$ cat src/rtl/bpd_pkg.sv
// ----------------------------------------------------------------------------
// bpd_pkg
// Types, codes and the CRC-16-CCITT byte update shared by the deframer files.
// ----------------------------------------------------------------------------
`default_nettype none

package bpd_pkg;

  localparam int unsigned PIDX_W = 9;
  localparam int unsigned LEN_W  = 16;
  localparam int unsigned CRC_W  = 16;

  localparam logic [7:0]       HDR_BYTE = 8'h80;
  localparam logic [CRC_W-1:0] CRC_SEED = 16'hFFFF;
  localparam logic [CRC_W-1:0] CRC_POLY = 16'h1021;
  localparam logic [7:0]       PI_MASK  = 8'hF0;
  localparam logic [7:0]       PI_CLASS = 8'h50;

  localparam logic [7:0] RP_ACK  = 8'h00;
  localparam logic [7:0] RP_HDR  = 8'h51;
  localparam logic [7:0] RP_CRC  = 8'h52;
  localparam logic [7:0] RP_ZERO = 8'h53;
  localparam logic [7:0] RP_BIG  = 8'h54;

  typedef enum logic [2:0] {
    ST_ONGOING   = 3'd0,
    ST_ACCEPT    = 3'd1,
    ST_ACCEPT_PI = 3'd2,
    ST_BAD_HDR   = 3'd3,
    ST_ZERO      = 3'd4,
    ST_TOO_LONG  = 3'd5,
    ST_CRC_ERR   = 3'd6
  } status_e;

  typedef struct packed {
    status_e           status;
    logic              payload_valid;
    logic [PIDX_W-1:0] payload_index;
    logic [7:0]        payload_byte;
    logic [LEN_W-1:0]  packet_length;
    logic              reply_valid;
    logic [7:0]        reply_byte;
  } result_t;

  // Frame tracking status seen by the top level.
  typedef struct packed {
    logic at_header;
  } core_stat_t;

  // MSB-first CRC-16-CCITT update over one byte.
  function automatic logic [CRC_W-1:0] crc_feed(input logic [CRC_W-1:0] crc_in,
                                                input logic [7:0] data);
    logic [CRC_W-1:0] crc;
    crc = crc_in ^ {data, 8'h00};
    for (int k = 0; k < 8; k++) begin
      if (crc[CRC_W-1]) begin
        crc = {crc[CRC_W-2:0], 1'b0} ^ CRC_POLY;
      end else begin
        crc = {crc[CRC_W-2:0], 1'b0};
      end
    end
    return crc;
  endfunction

endpackage

`default_nettype wire

$ cat src/rtl/bootloader_packet_deframer_crc16.sv
// ----------------------------------------------------------------------------
// bootloader_packet_deframer_crc16
// Boot-loader link deframer with bytewise CRC-16-CCITT check.
// ----------------------------------------------------------------------------
// Each word on the slave stream is one received link byte (tdata[7:0]). For
// every byte exactly one result word leaves on the master stream, in order.
// The frame is header 0x80, a little-endian 16-bit length, the payload, and a
// little-endian CRC-16-CCITT (seed 0xFFFF). Payload bytes come out flagged
// with their index; the last byte of a frame, or a bad header or length,
// gives the outcome status and, where one is due, the reply byte to send.
// The block then waits for the next header.
// A byte is taken into an input register, decoded against the frame state in
// one pass, and lands in the result register; one byte per cycle is sustained
// while the receiver takes words. The rate is set by the one-pass update of
// the frame state (position, length and CRC).
// Reset empties both registers (their valid flags drop) and returns the frame
// state to header search with the CRC at its seed. When the receiver stalls,
// the result register holds its word and the input register fills; tready then
// drops until the receiver takes the word, so nothing is lost or repeated.
// ----------------------------------------------------------------------------
`default_nettype none

module bootloader_packet_deframer_crc16 #(
  parameter int unsigned MAX_PAYLOAD = 260
) (
  input  wire logic        clk_i,
  input  wire logic        rst_ni,
  input  wire logic        s_axis_tvalid,
  output logic             s_axis_tready,
  input  wire logic [7:0]  s_axis_tdata,   // rx_byte[7:0]
  output logic             m_axis_tvalid,
  input  wire logic        m_axis_tready,
  // status[2:0], payload_index[11:3], payload_byte[19:12],
  // packet_length[35:20], reply_byte[43:36], zero[47:44]
  output logic [47:0]      m_axis_tdata,
  // payload_valid[0], reply_valid[1]
  output logic [1:0]       m_axis_tuser
);

  localparam int unsigned POS_W = $clog2(MAX_PAYLOAD + 5);

  logic                in_valid_q;
  logic [7:0]          in_byte_q;
  logic                out_ready;
  logic                advance;
  bpd_pkg::result_t    core_result;
  bpd_pkg::core_stat_t core_stat;
  bpd_pkg::result_t    out_data;

  assign advance       = in_valid_q && out_ready;
  assign s_axis_tready = !in_valid_q || advance;

  always_ff @(posedge clk_i or negedge rst_ni) begin
    if (!rst_ni) begin
      in_valid_q <= 1'b0;
    end else if (s_axis_tready) begin
      in_valid_q <= s_axis_tvalid;
    end
  end

  always_ff @(posedge clk_i) begin
    if (s_axis_tready && s_axis_tvalid) begin
      in_byte_q <= s_axis_tdata;
    end
  end

  bpd_core #(
    .MAX_PAYLOAD (MAX_PAYLOAD),
    .POS_W       (POS_W)
  ) u_core (
    .clk_i    (clk_i),
    .rst_ni   (rst_ni),
    .step_i   (advance),
    .byte_i   (in_byte_q),
    .result_o (core_result),
    .stat_o   (core_stat)
  );

  bpd_out_reg u_out_reg (
    .clk_i   (clk_i),
    .rst_ni  (rst_ni),
    .load_i  (advance),
    .data_i  (core_result),
    .take_i  (m_axis_tready),
    .ready_o (out_ready),
    .valid_o (m_axis_tvalid),
    .data_o  (out_data)
  );

  assign m_axis_tdata = {4'b0000, out_data.reply_byte, out_data.packet_length,
                         out_data.payload_byte, out_data.payload_index,
                         out_data.status};
  assign m_axis_tuser = {out_data.reply_valid, out_data.payload_valid};

`ifndef SYNTH
  // A finished outcome always sends the frame tracker back to header search.
  a_restart_after_outcome: assert property (@(posedge clk_i) disable iff (!rst_ni)
    advance && (core_result.status != bpd_pkg::ST_ONGOING) |=> core_stat.at_header)
    else $error("frame state not restarted after an outcome");

  // A payload byte is never reported together with an outcome or a reply.
  a_payload_is_ongoing: assert property (@(posedge clk_i) disable iff (!rst_ni)
    m_axis_tvalid && m_axis_tuser[0] |->
      (out_data.status == bpd_pkg::ST_ONGOING) && !m_axis_tuser[1])
    else $error("payload word carries an outcome");

  // A reply is due only with an outcome other than an accepted PI command.
  a_reply_has_outcome: assert property (@(posedge clk_i) disable iff (!rst_ni)
    m_axis_tvalid && m_axis_tuser[1] |->
      (out_data.status != bpd_pkg::ST_ONGOING) &&
      (out_data.status != bpd_pkg::ST_ACCEPT_PI))
    else $error("reply without a matching outcome");
`endif

endmodule

`default_nettype wire

$ cat src/rtl/bpd_core.sv
// ----------------------------------------------------------------------------
// bpd_core
// Frame state and the per-byte decode: position, length, running CRC, first
// payload byte, and the result for the byte being stepped.
// ----------------------------------------------------------------------------
`default_nettype none

module bpd_core #(
  parameter int unsigned MAX_PAYLOAD = 260,
  parameter int unsigned POS_W       = 10
) (
  input  wire logic                clk_i,
  input  wire logic                rst_ni,
  input  wire logic                step_i,
  input  wire logic [7:0]          byte_i,
  output bpd_pkg::result_t         result_o,
  output bpd_pkg::core_stat_t      stat_o
);

  logic [POS_W-1:0]          pos_q, pos_d;
  logic [bpd_pkg::LEN_W-1:0] len_q, len_d;
  logic [bpd_pkg::CRC_W-1:0] crc_q, crc_d;
  logic [7:0]                crc_lo_q, crc_lo_d;
  logic [7:0]                first_q, first_d;

  logic [bpd_pkg::LEN_W:0]   pos_ext;
  logic [bpd_pkg::LEN_W:0]   crc_lo_pos;
  logic [bpd_pkg::LEN_W:0]   crc_hi_pos;
  logic [bpd_pkg::LEN_W-1:0] len_full;
  logic                      done;

  assign pos_ext    = (bpd_pkg::LEN_W+1)'(pos_q);
  assign crc_lo_pos = {1'b0, len_q} + 17'd3;
  assign crc_hi_pos = {1'b0, len_q} + 17'd4;
  assign len_full   = {byte_i, len_q[7:0]};

  always_comb begin
    pos_d    = pos_q;
    len_d    = len_q;
    crc_d    = crc_q;
    crc_lo_d = crc_lo_q;
    first_d  = first_q;
    done     = 1'b0;
    result_o = '0;
    result_o.status = bpd_pkg::ST_ONGOING;

    priority if (pos_q == '0) begin
      if (byte_i != bpd_pkg::HDR_BYTE) begin
        result_o.status     = bpd_pkg::ST_BAD_HDR;
        result_o.reply_valid = 1'b1;
        result_o.reply_byte  = bpd_pkg::RP_HDR;
        done = 1'b1;
      end else begin
        pos_d = POS_W'(1);
      end
    end else if (pos_q == POS_W'(1)) begin
      len_d = {8'h00, byte_i};
      pos_d = POS_W'(2);
    end else if (pos_q == POS_W'(2)) begin
      len_d = len_full;
      if (len_full == '0) begin
        result_o.status      = bpd_pkg::ST_ZERO;
        result_o.reply_valid = 1'b1;
        result_o.reply_byte  = bpd_pkg::RP_ZERO;
        done = 1'b1;
      end else if (len_full > bpd_pkg::LEN_W'(MAX_PAYLOAD)) begin
        result_o.status      = bpd_pkg::ST_TOO_LONG;
        result_o.reply_valid = 1'b1;
        result_o.reply_byte  = bpd_pkg::RP_BIG;
        done = 1'b1;
      end else begin
        pos_d = POS_W'(3);
      end
    end else if (pos_ext == crc_lo_pos) begin
      crc_lo_d = byte_i;
      pos_d    = pos_q + POS_W'(1);
    end else if (pos_ext == crc_hi_pos) begin
      if ({byte_i, crc_lo_q} == crc_q) begin
        if ((first_q & bpd_pkg::PI_MASK) == bpd_pkg::PI_CLASS) begin
          result_o.status = bpd_pkg::ST_ACCEPT_PI;
        end else begin
          result_o.status      = bpd_pkg::ST_ACCEPT;
          result_o.reply_valid = 1'b1;
          result_o.reply_byte  = bpd_pkg::RP_ACK;
        end
      end else begin
        result_o.status      = bpd_pkg::ST_CRC_ERR;
        result_o.reply_valid = 1'b1;
        result_o.reply_byte  = bpd_pkg::RP_CRC;
      end
      done = 1'b1;
    end else begin
      result_o.payload_valid = 1'b1;
      result_o.payload_index = bpd_pkg::PIDX_W'(pos_q - POS_W'(3));
      result_o.payload_byte  = byte_i;
      if (pos_q == POS_W'(3)) begin
        first_d = byte_i;
      end
      crc_d = bpd_pkg::crc_feed(crc_q, byte_i);
      pos_d = pos_q + POS_W'(1);
    end

    // The final byte still reports the length it was checked against.
    result_o.packet_length = len_d;

    if (done) begin
      pos_d    = '0;
      len_d    = '0;
      crc_d    = bpd_pkg::CRC_SEED;
      crc_lo_d = '0;
      first_d  = '0;
    end
  end

  always_ff @(posedge clk_i or negedge rst_ni) begin
    if (!rst_ni) begin
      pos_q    <= '0;
      len_q    <= '0;
      crc_q    <= bpd_pkg::CRC_SEED;
      crc_lo_q <= '0;
      first_q  <= '0;
    end else if (step_i) begin
      pos_q    <= pos_d;
      len_q    <= len_d;
      crc_q    <= crc_d;
      crc_lo_q <= crc_lo_d;
      first_q  <= first_d;
    end
  end

  assign stat_o.at_header = (pos_q == '0);

endmodule

`default_nettype wire

$ cat src/rtl/bpd_out_reg.sv
// ----------------------------------------------------------------------------
// bpd_out_reg
// Result register of the deframer: holds one result word until the
// downstream side takes it.
// ----------------------------------------------------------------------------
`default_nettype none

module bpd_out_reg (
  input  wire logic             clk_i,
  input  wire logic             rst_ni,
  input  wire logic             load_i,
  input  wire bpd_pkg::result_t data_i,
  input  wire logic             take_i,
  output logic                  ready_o,
  output logic                  valid_o,
  output bpd_pkg::result_t      data_o
);

  logic             valid_q;
  bpd_pkg::result_t data_q;

  assign ready_o = !valid_q || take_i;

  always_ff @(posedge clk_i or negedge rst_ni) begin
    if (!rst_ni) begin
      valid_q <= 1'b0;
    end else if (ready_o) begin
      valid_q <= load_i;
    end
  end

  always_ff @(posedge clk_i) begin
    if (ready_o && load_i) begin
      data_q <= data_i;
    end
  end

  assign valid_o = valid_q;
  assign data_o  = data_q;

endmodule

`default_nettype wire

$ cat config.mk
export PLATFORM = sky130hd
export DESIGN_NAME = bootloader_packet_deframer_crc16
export DESIGN_NICKNAME = d
export VERILOG_FILES = /design/src/rtl/bpd_pkg.sv /design/src/rtl/bootloader_packet_deframer_crc16.sv /design/src/rtl/bpd_core.sv /design/src/rtl/bpd_out_reg.sv
export SDC_FILE = /design/constraint.sdc
export NUM_CORES = 1
export LEC_CHECK = 0
export BUFFER_PORTS_ARGS = -buffer_cell sky130_fd_sc_hd__buf_4
export CAP_MARGIN = 20
export CORE_MARGIN = 2
export CORE_UTILIZATION = 45
export DETAILED_ROUTE_END_ITERATION = 6
export GPL_TIMING_DRIVEN = 1
export REMOVE_ABC_BUFFERS = 1
export SKIP_LAST_GASP = 1
export SLEW_MARGIN = 20
export SYNTH_ARGS = -nofsm -noshare
export SYNTH_HDL_FRONTEND = slang
export SYNTH_HIERARCHICAL = 1
export SYNTH_SLANG_ARGS = --single-unit
$ cat constraint.sdc
create_clock -name clk_i -period 5.55 [get_ports clk_i]
set_input_delay 0.555 -clock clk_i [delete_from_list [all_inputs] [get_ports clk_i]]
set_output_delay 0.555 -clock clk_i [all_outputs]
set_load 0.05 [all_outputs]
==> results of run 1 <==
==> logic make-up (layout without fill, tap and decap cells) <==
group	count (synthesis)	after routing
AND/OR/NAND/NOR	202	202
multiplexers	2	2
adder cells (fa/ha/maj)	10	10
flip-flops	109	109
other	2	7
XOR/XNOR	62	62
AO/OA/AOI/OAI	169	169
buffers and inverters	93	105
==> registers in the layout, indices dropped and copies added (netlist names) <==
name               count
in_byte_q              8
u_out_reg/valid_o      1
u_core/first_q         4
u_core/len_q          16
u_core/crc_lo_q        8
in_valid_q             1
u_core/crc_q          16
u_out_reg/data_o      46
u_core/pos_q           9
==> cells in the mapped netlist, types with 15 or more instances <==
cell / n / area share [%]
xor2_1: 21 / 2.8
and2_1: 15 / 1.4
buf_2: 17 / 1.3
dfstp_2: 16 / 6.4
nor2_1: 28 / 1.6
o32ai_1: 18 / 2.4
a211oi_1: 17 / 1.9
xnor2_1: 39 / 5.2
dfrtp_1: 39 / 15
inv_1: 28 / 1.6
clkbuf_1: 23 / 1.3
edfxtp_1: 54 / 25
buf_4: 19 / 2.2
nand2_1: 64 / 3.7
o22ai_1: 17 / 1.6
==> per-layer routing <==
layer	track usage, %	wire length (µm)
met2	35.8	7920
met5	0	0
met3	3.39	875
met4	8.04	331
met1	31.5	8040
==> final cells by class <==
type | count | area, µm²
fill | 1329 | 7220
multi-input combinational | 452 | 3110
sequential | 109 | 3020
timing repair buffer | 60 | 450
clock buffer | 12 | 236
tap | 184 | 230
inverter | 29 | 109
clock inverter | 4 | 47.5
==> placed cells by master, fill, tap and decap left out, drive strengths merged, types with 5 or more instances in the layout <==
| master | count |
|---|---|
| conb | 7 |
| nand2 | 66 |
| a211o | 5 |
| nor4 | 5 |
| dfrtp | 39 |
| nand3 | 14 |
| o22ai | 17 |
| or3 | 6 |
| ha | 10 |
| nand4 | 13 |
| a211oi | 18 |
| and2 | 17 |
| inv | 30 |
| a21oi | 25 |
| nor2 | 28 |
| nand2b | 8 |
| buf | 60 |
| or4 | 6 |
| clkbuf | 12 |
| a22o | 8 |
| o21a | 6 |
| a22oi | 8 |
| edfxtp | 54 |
| o32ai | 18 |
| xnor2 | 39 |
| nor3 | 13 |
| o21ai | 29 |
| xor2 | 21 |
| and3 | 8 |
| dfstp | 16 |
==> worst paths after layout <==
check | cells past startpoint | to
min in group clk_i | 1 | in_byte_q[4]$_DFFE_PP_
hold / removal | 1 | u_core/first_q[7]$_DFFE_PN0P_
hold reg to reg | 2 | u_core/crc_q[10]$_DFFE_PN1P_
setup reg to reg | 8 | u_core/crc_q[11]$_DFFE_PN1P_
setup / recovery | 8 | u_core/crc_q[11]$_DFFE_PN1P_
max in group asynchronous | 1 | u_core/crc_lo_q[1]$_DFFE_PN0P_
==> metrics by stage <==
step                hold WS [ps]  instances  setup slack [ps]  util [%]  area (µm²)
global route                 307        850              1370      49.9        7200
floorplan                    259        590              2130         -        6230
detailed placement           531        834              1720      47.9        6910
CTS                          287        850              1680      49.9        7200
finish                       253        850              1630      49.9        7200
global placement             520        834              1790      47.9        6910
==> flow_metrics.tcl, run 1 <==
set metrics [dict create \
    htree_levels 3 \
    arrival_ps 4170 \
    cts_buffers 9 \
    synthSimpleGateAreaFrac_pct 16.6 \
    area_growth_pct 9.62 \
    drtAntennaViolNets 0 \
    cts_buffer_depth 2 \
    min_path_type "input port to async pin" \
    synth_area_um2 6570 \
    async_flop_share_pct 50.5 \
    initial_core_util_pct 45.6 \
    synth_cell_types 82 \
    dieWidth_um 125 \
    max-slew-margin-rel_pct 29.9 \
    critPathLaunchType "flip-flop" \
    die_area_um2 15600 \
    reg2reg_slack_ps 1630 \
    slew_violations 0 \
    syn_avg_cell_area_um2 10.1 \
    drtPass1Iterations 5 \
    seq_area_frac_synth_pct 45.9 \
    gr-usage-all-layers_pct 22.5 \
    finalClockSkew_ps 8.09 \
    synth-adder-area-share_pct 1.90 \
    timing.final.crit_share_pct 70.7 \
    period_needed_ps 3920 \
    clk_pin_slew_ps 70 \
    vias 5082 \
    hpwl_um 11800 \
    globalplace.congestion 0.931 \
    cts_setup_buffers 0 \
    ys.flop_type "edfxtp_1" \
    setup_viol 0 \
    cap_violations 0 \
    cp_slowest_cell "and2_1" \
    die_y_um 125 \
    route.final.wire_length_um 17200 \
    postCtsHoldBufs 0 \
    slowest_delay_ps 770 \
    wl_per_cell_um 20.2 \
    grt_max_degree 56 \
    critPathMaxFanout 23 \
    worst_pin_slew_ps 1050 \
    first_global_vias 4934 \
    required_ps 5790 \
    cts_root_buf "clkbuf_16" \
    ys_seq_elements 109 \
    std_cell_rows 44 \
    grt.overflow.total 0 \
    synth_xor_area_share_pct 8.70 \
    finalSetupTns_ps 0 \
    status "finished clean" \
    cpLargestDelayFamily "simple AND/OR/NAND/NOR gates" \
    finalHoldViolCount 0 \
    io_buffer_count 59 \
    cts_tree "done" \
    drc 0 \
    cpMostUsedCell "or3_1" \
    ys_warn_count 6 \
    coreArea_um2 14400 \
    synth-edff-count 54 \
    synth_cells 649 \
    synth_compound_area_share_pct 19.2 \
    worstSetupStartpoint "u_core/len_q[2]$_DFFE_PN0P_" \
    layout.nets 683 \
    antenna_found_initial 0 \
    cp_cell_sequence "ha_1, nand3_2, or3_1, a221o_1, nor4_2, and2_1, or3_1, a21oi_1" \
    drive_gt1_share_pct 18.8 \
    end_kind "flip-flop" \
    critPathBufInv 0 \
    synth_top_family_by_area "compound AO/OA/AOI/OAI gates" \
    critical_path_class "flip-flop to flip-flop" \
    r2r_start "u_core/len_q[2]$_DFFE_PN0P_" \
    first_iter_violations 340 \
    synthMuxAreaShare_pct 0.324 \
    cts_sinks 109 \
    via_per_inst 5.98 \
    io_pins 64 \
    antennaDiodeCount 0 \
    fmax_mhz 255 \
    rsz0062_at_grt "no" \
    clk_latency_ps 360 \
    grt_pass1_wl_um 27800 \
    cts_resized 0 \
]
Power of run 1 is left out: the tool's default activity adds up to more than one toggle a clock period on the data nets, which glitch-free logic cannot reach.
==> inputs of run 2 (changes only) <==
--- a/config.mk
+++ b/config.mk
@@ -5,12 +5,14 @@
 export SDC_FILE = /design/constraint.sdc
 export NUM_CORES = 1
 export LEC_CHECK = 0
+export ABC_AREA = 1
 export BUFFER_PORTS_ARGS = -buffer_cell sky130_fd_sc_hd__buf_4
 export CAP_MARGIN = 20
 export CORE_MARGIN = 2
 export CORE_UTILIZATION = 45
 export DETAILED_ROUTE_END_ITERATION = 6
 export GPL_TIMING_DRIVEN = 1
+export PLACE_DENSITY = 0.66
 export REMOVE_ABC_BUFFERS = 1
 export SKIP_LAST_GASP = 1
 export SLEW_MARGIN = 20
==> constraint.sdc (replaced) <==
create_clock -name clk_i -period 3.2 [get_ports clk_i]
set_input_delay 0.32 -clock clk_i [delete_from_list [all_inputs] [get_ports clk_i]]
set_output_delay 0.32 -clock clk_i [all_outputs]
set_load 0.05 [all_outputs]
==> flow_metrics.tcl, run 2 <==
set metrics [dict create \
    status "finished clean" \
    drtAntennaViolNets 0 \
    synth_common_cells "220 x nand2_1, 98 x nor2_1, 77 x inv_1" \
    layout_commonest_cell "nand2_1" \
    netlist.area_leader.share_pct 25.5 \
    worstSetupStartpoint "u_core/len_q[3]$_DFFE_PN0P_" \
    setup_viol 0 \
    critPathLaunchType "flip-flop" \
    grt.overflow.total 0 \
    largest_register_ffs 46 \
    first_global_vias 4885 \
    setup_slack_ps 405 \
    min_path_type "input port to async pin" \
    layout.nets 856 \
    die_y_um 123 \
    antennaDiodeCount 0 \
    placed_area_um2 6910 \
    p_per_area_nw_per_um2 847 \
    ys_seq_elements 109 \
    route.final.wire_length_um 15800 \
    htree_levels 3 \
    grt_pass1_wl_um 25300 \
    cts_resized 0 \
    finalHoldViolCount 0 \
    synth_cell_types 37 \
    clk_latency_ps 360 \
    cts_buffer_depth 2 \
    drive_gt1_share_pct 17.3 \
    clk_pin_slew_ps 70 \
    globalplace.congestion 0.973 \
    io_pins 64 \
    fmax_mhz 358 \
    p_leak_nw 3.31 \
    synth_area_leaders "edfxtp_1 26%, dfrtp_1 15%, nand2_1 13%" \
    io_buffer_count 59 \
    antenna_found_initial 0 \
    final_area_um2 7180 \
    synth_area_um2 6350 \
    cts_tree "done" \
    async_flop_share_pct 50.5 \
    gr-usage-all-layers_pct 22.2 \
    std_cell_rows 43 \
    critPathMaxFanout 18 \
    postCtsHoldBufs 0 \
    drc 0 \
    rsz0062_at_grt "no" \
    area_growth_pct 13.1 \
    initial_core_util_pct 45.9 \
    required_ps 3480 \
    cts_setup_buffers 0 \
    ys.flop_type "edfxtp_1" \
    place_ws_ps 477 \
    first_iter_violations 494 \
    ys_warn_count 6 \
    period_needed_ps 2790 \
    hpwl_um 11700 \
    cts_root_buf "clkbuf_16" \
    timing.final.crit_share_pct 87.3 \
    arrival_ps 3080 \
    synth.most_common_cell "nand2_1" \
    max-slew-margin-rel_pct 49.5 \
    vias 5288 \
    drtPass1Iterations 5 \
    cap_violations 0 \
    synth_cells 778 \
    end_kind "flip-flop" \
    slew_violations 0 \
    die_area_um2 15100 \
    r2r_start "u_core/len_q[3]$_DFFE_PN0P_" \
    grt_max_degree 56 \
    peakVddDrop_uv 562 \
    cts_sinks 109 \
    yosys.area.top_type "edfxtp_1" \
    cts_buffers 9 \
    syn_avg_cell_area_um2 8.16 \
    synth-edff-count 54 \
    worst_pin_slew_ps 757 \
    dieWidth_um 123 \
    coreArea_um2 13800 \
    wl_per_cell_um 15.6 \
    via_per_inst 5.19 \
    critical_path_class "flip-flop to flip-flop" \
    seq_area_frac_synth_pct 47.5 \
    final_cell_mix "220 x nand2_1, 98 x nor2_1, 77 x inv_1, 63 x buf_4, 54 x edfxtp_1" \
    finalClockSkew_ps 12.3 \
]
[run 2: report_power, final]
part           leakage (nW)  internal, mW  total [mW]  switching [mW]
clock                 0.127         0.533        1.04           0.512
sequential             1.18          1.94        2.30           0.367
combinational          2.01         0.964        2.74            1.77
[run 2: layout make-up]
class | instances | area [µm²]
Fill cell | 1325 | 6640
Sequential cell | 109 | 3020
Multi-Input combinational cell | 561 | 2860
Timing Repair Buffer | 63 | 473
Inverter | 90 | 338
Clock buffer | 11 | 233
Tap cell | 180 | 225
Clock inverter | 5 | 36.3
[run 2: cells by family after synthesis]
logic type | count (synthesis) | share of synthesized area, %
simple gates | 425 | 29.1
buf+inv | 113 | 7.90
flops | 109 | 47.5
compound gates | 77 | 7.61
xor+xnor | 42 | 5.79
fa+ha+maj | 10 | 1.97
other cells | 2 | 0.118
[run 2: worst paths after layout]
path | endpoint | slack [ps] | cells after the start
setup / recovery | u_core/crc_q[14]$_DFFE_PN1P_ | 410 | 14
hold / removal | u_core/crc_lo_q[5]$_DFFE_PN0P_ | 40 | 1
setup reg to reg | u_core/crc_q[14]$_DFFE_PN1P_ | 410 | 14
hold reg to reg | u_core/crc_q[8]$_DFFE_PN1P_ | 490 | 2
max in group asynchronous | u_core/len_q[7]$_DFFE_PN0P_ | 2660 | 1
min in group clk_i | in_byte_q[1]$_DFFE_PP_ | 140 | 1
[run 2: routing by layer]
layer  up-vias  global-route usage, %  share of wire [%]
met3        25                   3.58                6.5
met4         0                   8.26                2.2
met1      2433                   32.0                 46
li1       2624                      -                  -
met5         -                      0                  0
met2       206                   33.5                 45
[run 2: metrics by stage]
stage | util, % | power, mW | hold WS [ps] | std cells | TNS, ps
finish | 51.9 | 6.09 | 35.8 | 1019 | 0
global route | 51.9 | 6.53 | 93.7 | 1019 | 0
CTS | 51.9 | 6.11 | 50.0 | 1019 | 0
detailed placement | 50.0 | 5.04 | 432 | 1003 | 0
global placement | 50.0 | 5.02 | 428 | 1003 | 0
floorplan | - | 4.34 | 24.4 | 760 | -49690
[run 2: critical path: stages (launching register included)]
cell and delay [ps]:
dfrtp_1 480, ha_1 280, nand3_2 160, nor2_1 210
nand2_1 70, nand2_1 70, nand2_1 60, nor2_2 160
inv_1 60, nor2_1 160, nand3_2 160, nand3_2 350
buf_4 290, nor2_1 80, o21ai_2 130
No activity file was read; power rests on OpenSTA's default activity.
==> inputs of run 3 (changes only) <==
--- a/config.mk
+++ b/config.mk
@@ -5,7 +5,7 @@
 export SDC_FILE = /design/constraint.sdc
 export NUM_CORES = 1
 export LEC_CHECK = 0
-export ABC_AREA = 1
+export ABC_AREA = 0
 export BUFFER_PORTS_ARGS = -buffer_cell sky130_fd_sc_hd__buf_4
 export CAP_MARGIN = 20
 export CORE_MARGIN = 2
@@ -15,7 +15,6 @@
 export PLACE_DENSITY = 0.66
 export REMOVE_ABC_BUFFERS = 1
 export SKIP_LAST_GASP = 1
-export SLEW_MARGIN = 20
 export SYNTH_ARGS = -nofsm -noshare
 export SYNTH_HDL_FRONTEND = slang
 export SYNTH_HIERARCHICAL = 1
==> flow_metrics.tcl, run 3 (same netlist as run 1, synthesis figures left out) <==
set metrics [dict create \
    status "finished clean" \
    globalRouteMet3Util_pct 4.25 \
    grt_max_degree 56 \
    critPathMaxFanout 16 \
    area_growth_pct 13.9 \
    cts_sinks 109 \
    first_global_vias 4968 \
    antennaDiodeCount 0 \
    clk_latency_ps 350 \
    cp_cell_sequence "ha_2, nand3_2, or3_1, a221o_1, nor4_4, and2_1, buf_4, or3_1, buf_12, a21oi_1" \
    period_needed_ps 3010 \
    critical_path_class "flip-flop to flip-flop" \
    p_leak_nw 2.92 \
    first_iter_violations 486 \
    end_kind "flip-flop" \
    place_ws_ps 175 \
    arrival_ps 3280 \
    critPathBufInv 2 \
    initial_core_util_pct 45.6 \
    htree_levels 3 \
    cts_tree "done" \
    drive_gt1_share_pct 22.9 \
    drtAntennaViolNets 0 \
    grt.overflow.total 0 \
    cap_violations 0 \
    vias 5188 \
    worst_pin_slew_ps 725 \
    critPathLaunchType "flip-flop" \
    grt.met2_usage_pct 33.7 \
    finalHoldViolCount 0 \
    route.final.wire_length_um 17100 \
    slowest_delay_ps 480 \
    cts_root_buf "clkbuf_16" \
    dieWidth_um 125 \
    required_ps 3480 \
    hpwl_um 11900 \
    std_cell_rows 44 \
    coreArea_um2 14400 \
    layout.nets 712 \
    power_mw 9.59 \
    p_seq_share_pct 28.4 \
    final_cell_mix "87 x buf_4, 64 x nand2_1, 54 x edfxtp_1, 39 x xnor2_1, 38 x dfrtp_1" \
    setup_slack_ps 191 \
    cpLargestDelayFamily "simple AND/OR/NAND/NOR gates" \
    cts_buffer_depth 2 \
    layout_commonest_cell "buf_4" \
    globalplace.congestion 0.971 \
    via_per_inst 5.90 \
    die_y_um 125 \
    drtPass1Iterations 7 \
    io_pins 64 \
    fmax_mhz 332 \
    pwr-share-comb_pct 58.9 \
    gr-usage-all-layers_pct 22.3 \
    postCtsHoldBufs 0 \
    die_area_um2 15600 \
    wl_per_cell_um 19.4 \
    min_path_type "input port to async pin" \
    p_per_area_nw_per_um2 1280 \
    clk_pin_slew_ps 70 \
    largest_register_ffs 46 \
    grt_pass1_wl_um 27500 \
    final_util_pct 51.9 \
    rsz0062_at_grt "no" \
    io_buffer_count 59 \
    max-slew-margin-rel_pct 51.6 \
    setup_viol 0 \
    clock_power_share_pct 12.7 \
    swShare_pct 47.3 \
    cpMostUsedCell "or3_1" \
    timing.final.crit_share_pct 94.0 \
    top_usage_layer "met2" \
    grtUsageMet1_pct 32.1 \
    cts_buffers 9 \
    finalClockSkew_ps 8.34 \
    cts_resized 0 \
    antenna_found_initial 0 \
    finalSetupTns_ps 0 \
    p_sw_mw 4.54 \
    slew_violations 0 \
    cp_slowest_cell "dfrtp_1" \
    cts_setup_buffers 0 \
    p_int_mw 5.05 \
    peakVddDrop_uv 546 \
    drc 0 \
]
## run 3: cell types whose count changed in the layout (fill, tap and decap cells not counted), sizes merged, moves of 11 or more
cell    delta
a211oi    +18
a21oi     +15
and2      +17
buf       +26
inv       -61
nand2    -157
nand3     -47
nor2      -80
o21ai     -11
o32ai     +18
xnor2     +17
## run 3: final cells by class
type	count	area, µm²
well taps	184	230
fillers	1317	6940
clock inverters	5	81.3
repair buffers	89	693
clock buffers	11	243
flip-flops and latches	109	3020
inverters	29	109
multi-input cells	452	3110
## run 3: metal layers
layer	routed length, µm	up-vias
met5	0	-
met4	421	0
met3	1100	35
met2	7680	197
met1	7880	2523
li1	-	2433
## run 3: worst paths after layout
kind                                                 endpoint  slack, ps                          from  cells after the start
worst max-delay path             u_core/crc_q[12]$_DFFE_PN1P_        190   u_core/len_q[2]$_DFFE_PN0P_                     10
worst min-delay path            u_core/first_q[6]$_DFFE_PN0P_         30                        rst_ni                      1
worst max register to register   u_core/crc_q[12]$_DFFE_PN1P_        190   u_core/len_q[2]$_DFFE_PN0P_                     10
worst min register to register   u_core/crc_q[11]$_DFFE_PN1P_        550  u_core/crc_q[11]$_DFFE_PN1P_                      2
max in group asynchronous         u_core/len_q[3]$_DFFE_PN0P_       2660                        rst_ni                      1
min in group clk_i                     in_byte_q[2]$_DFFE_PP_        140               s_axis_tdata[2]                      1
## run 3: stage by stage
step / instance area (µm²) / instances / hold WS, ps
after floorplan: 6230 / 590 / 24.4
after global placement: 7150 / 863 / 426
after detailed placement: 7150 / 863 / 435
after CTS: 7470 / 879 / 55.9
after global routing: 7490 / 879 / 93.2
final: 7490 / 879 / 26.6
## run 3: power groups by stage
| stage | combinational, mW | clock [mW] | sequential (mW) |
|---|---|---|---|
| 6_report | 5.65 | 1.22 | 2.73 |
| 5_1_grt | 6.10 | 1.30 | 2.79 |
| 4_1_cts | 5.56 | 1.24 | 2.72 |
| 3_5_place_dp | 5.53 | 0 | 2.74 |
| 3_3_place_gp | 5.45 | 0 | 2.72 |
| 2_1_floorplan | 3.27 | 0 | 3.24 |
## run 3: worst register-to-register path, cell delays in order (launching register included)
cell	delay, ps
dfrtp_1	480
ha_2	280
nand3_2	200
or3_1	410
a221o_1	400
nor4_4	320
and2_1	260
buf_4	170
or3_1	150
buf_12	170
a21oi_1	90
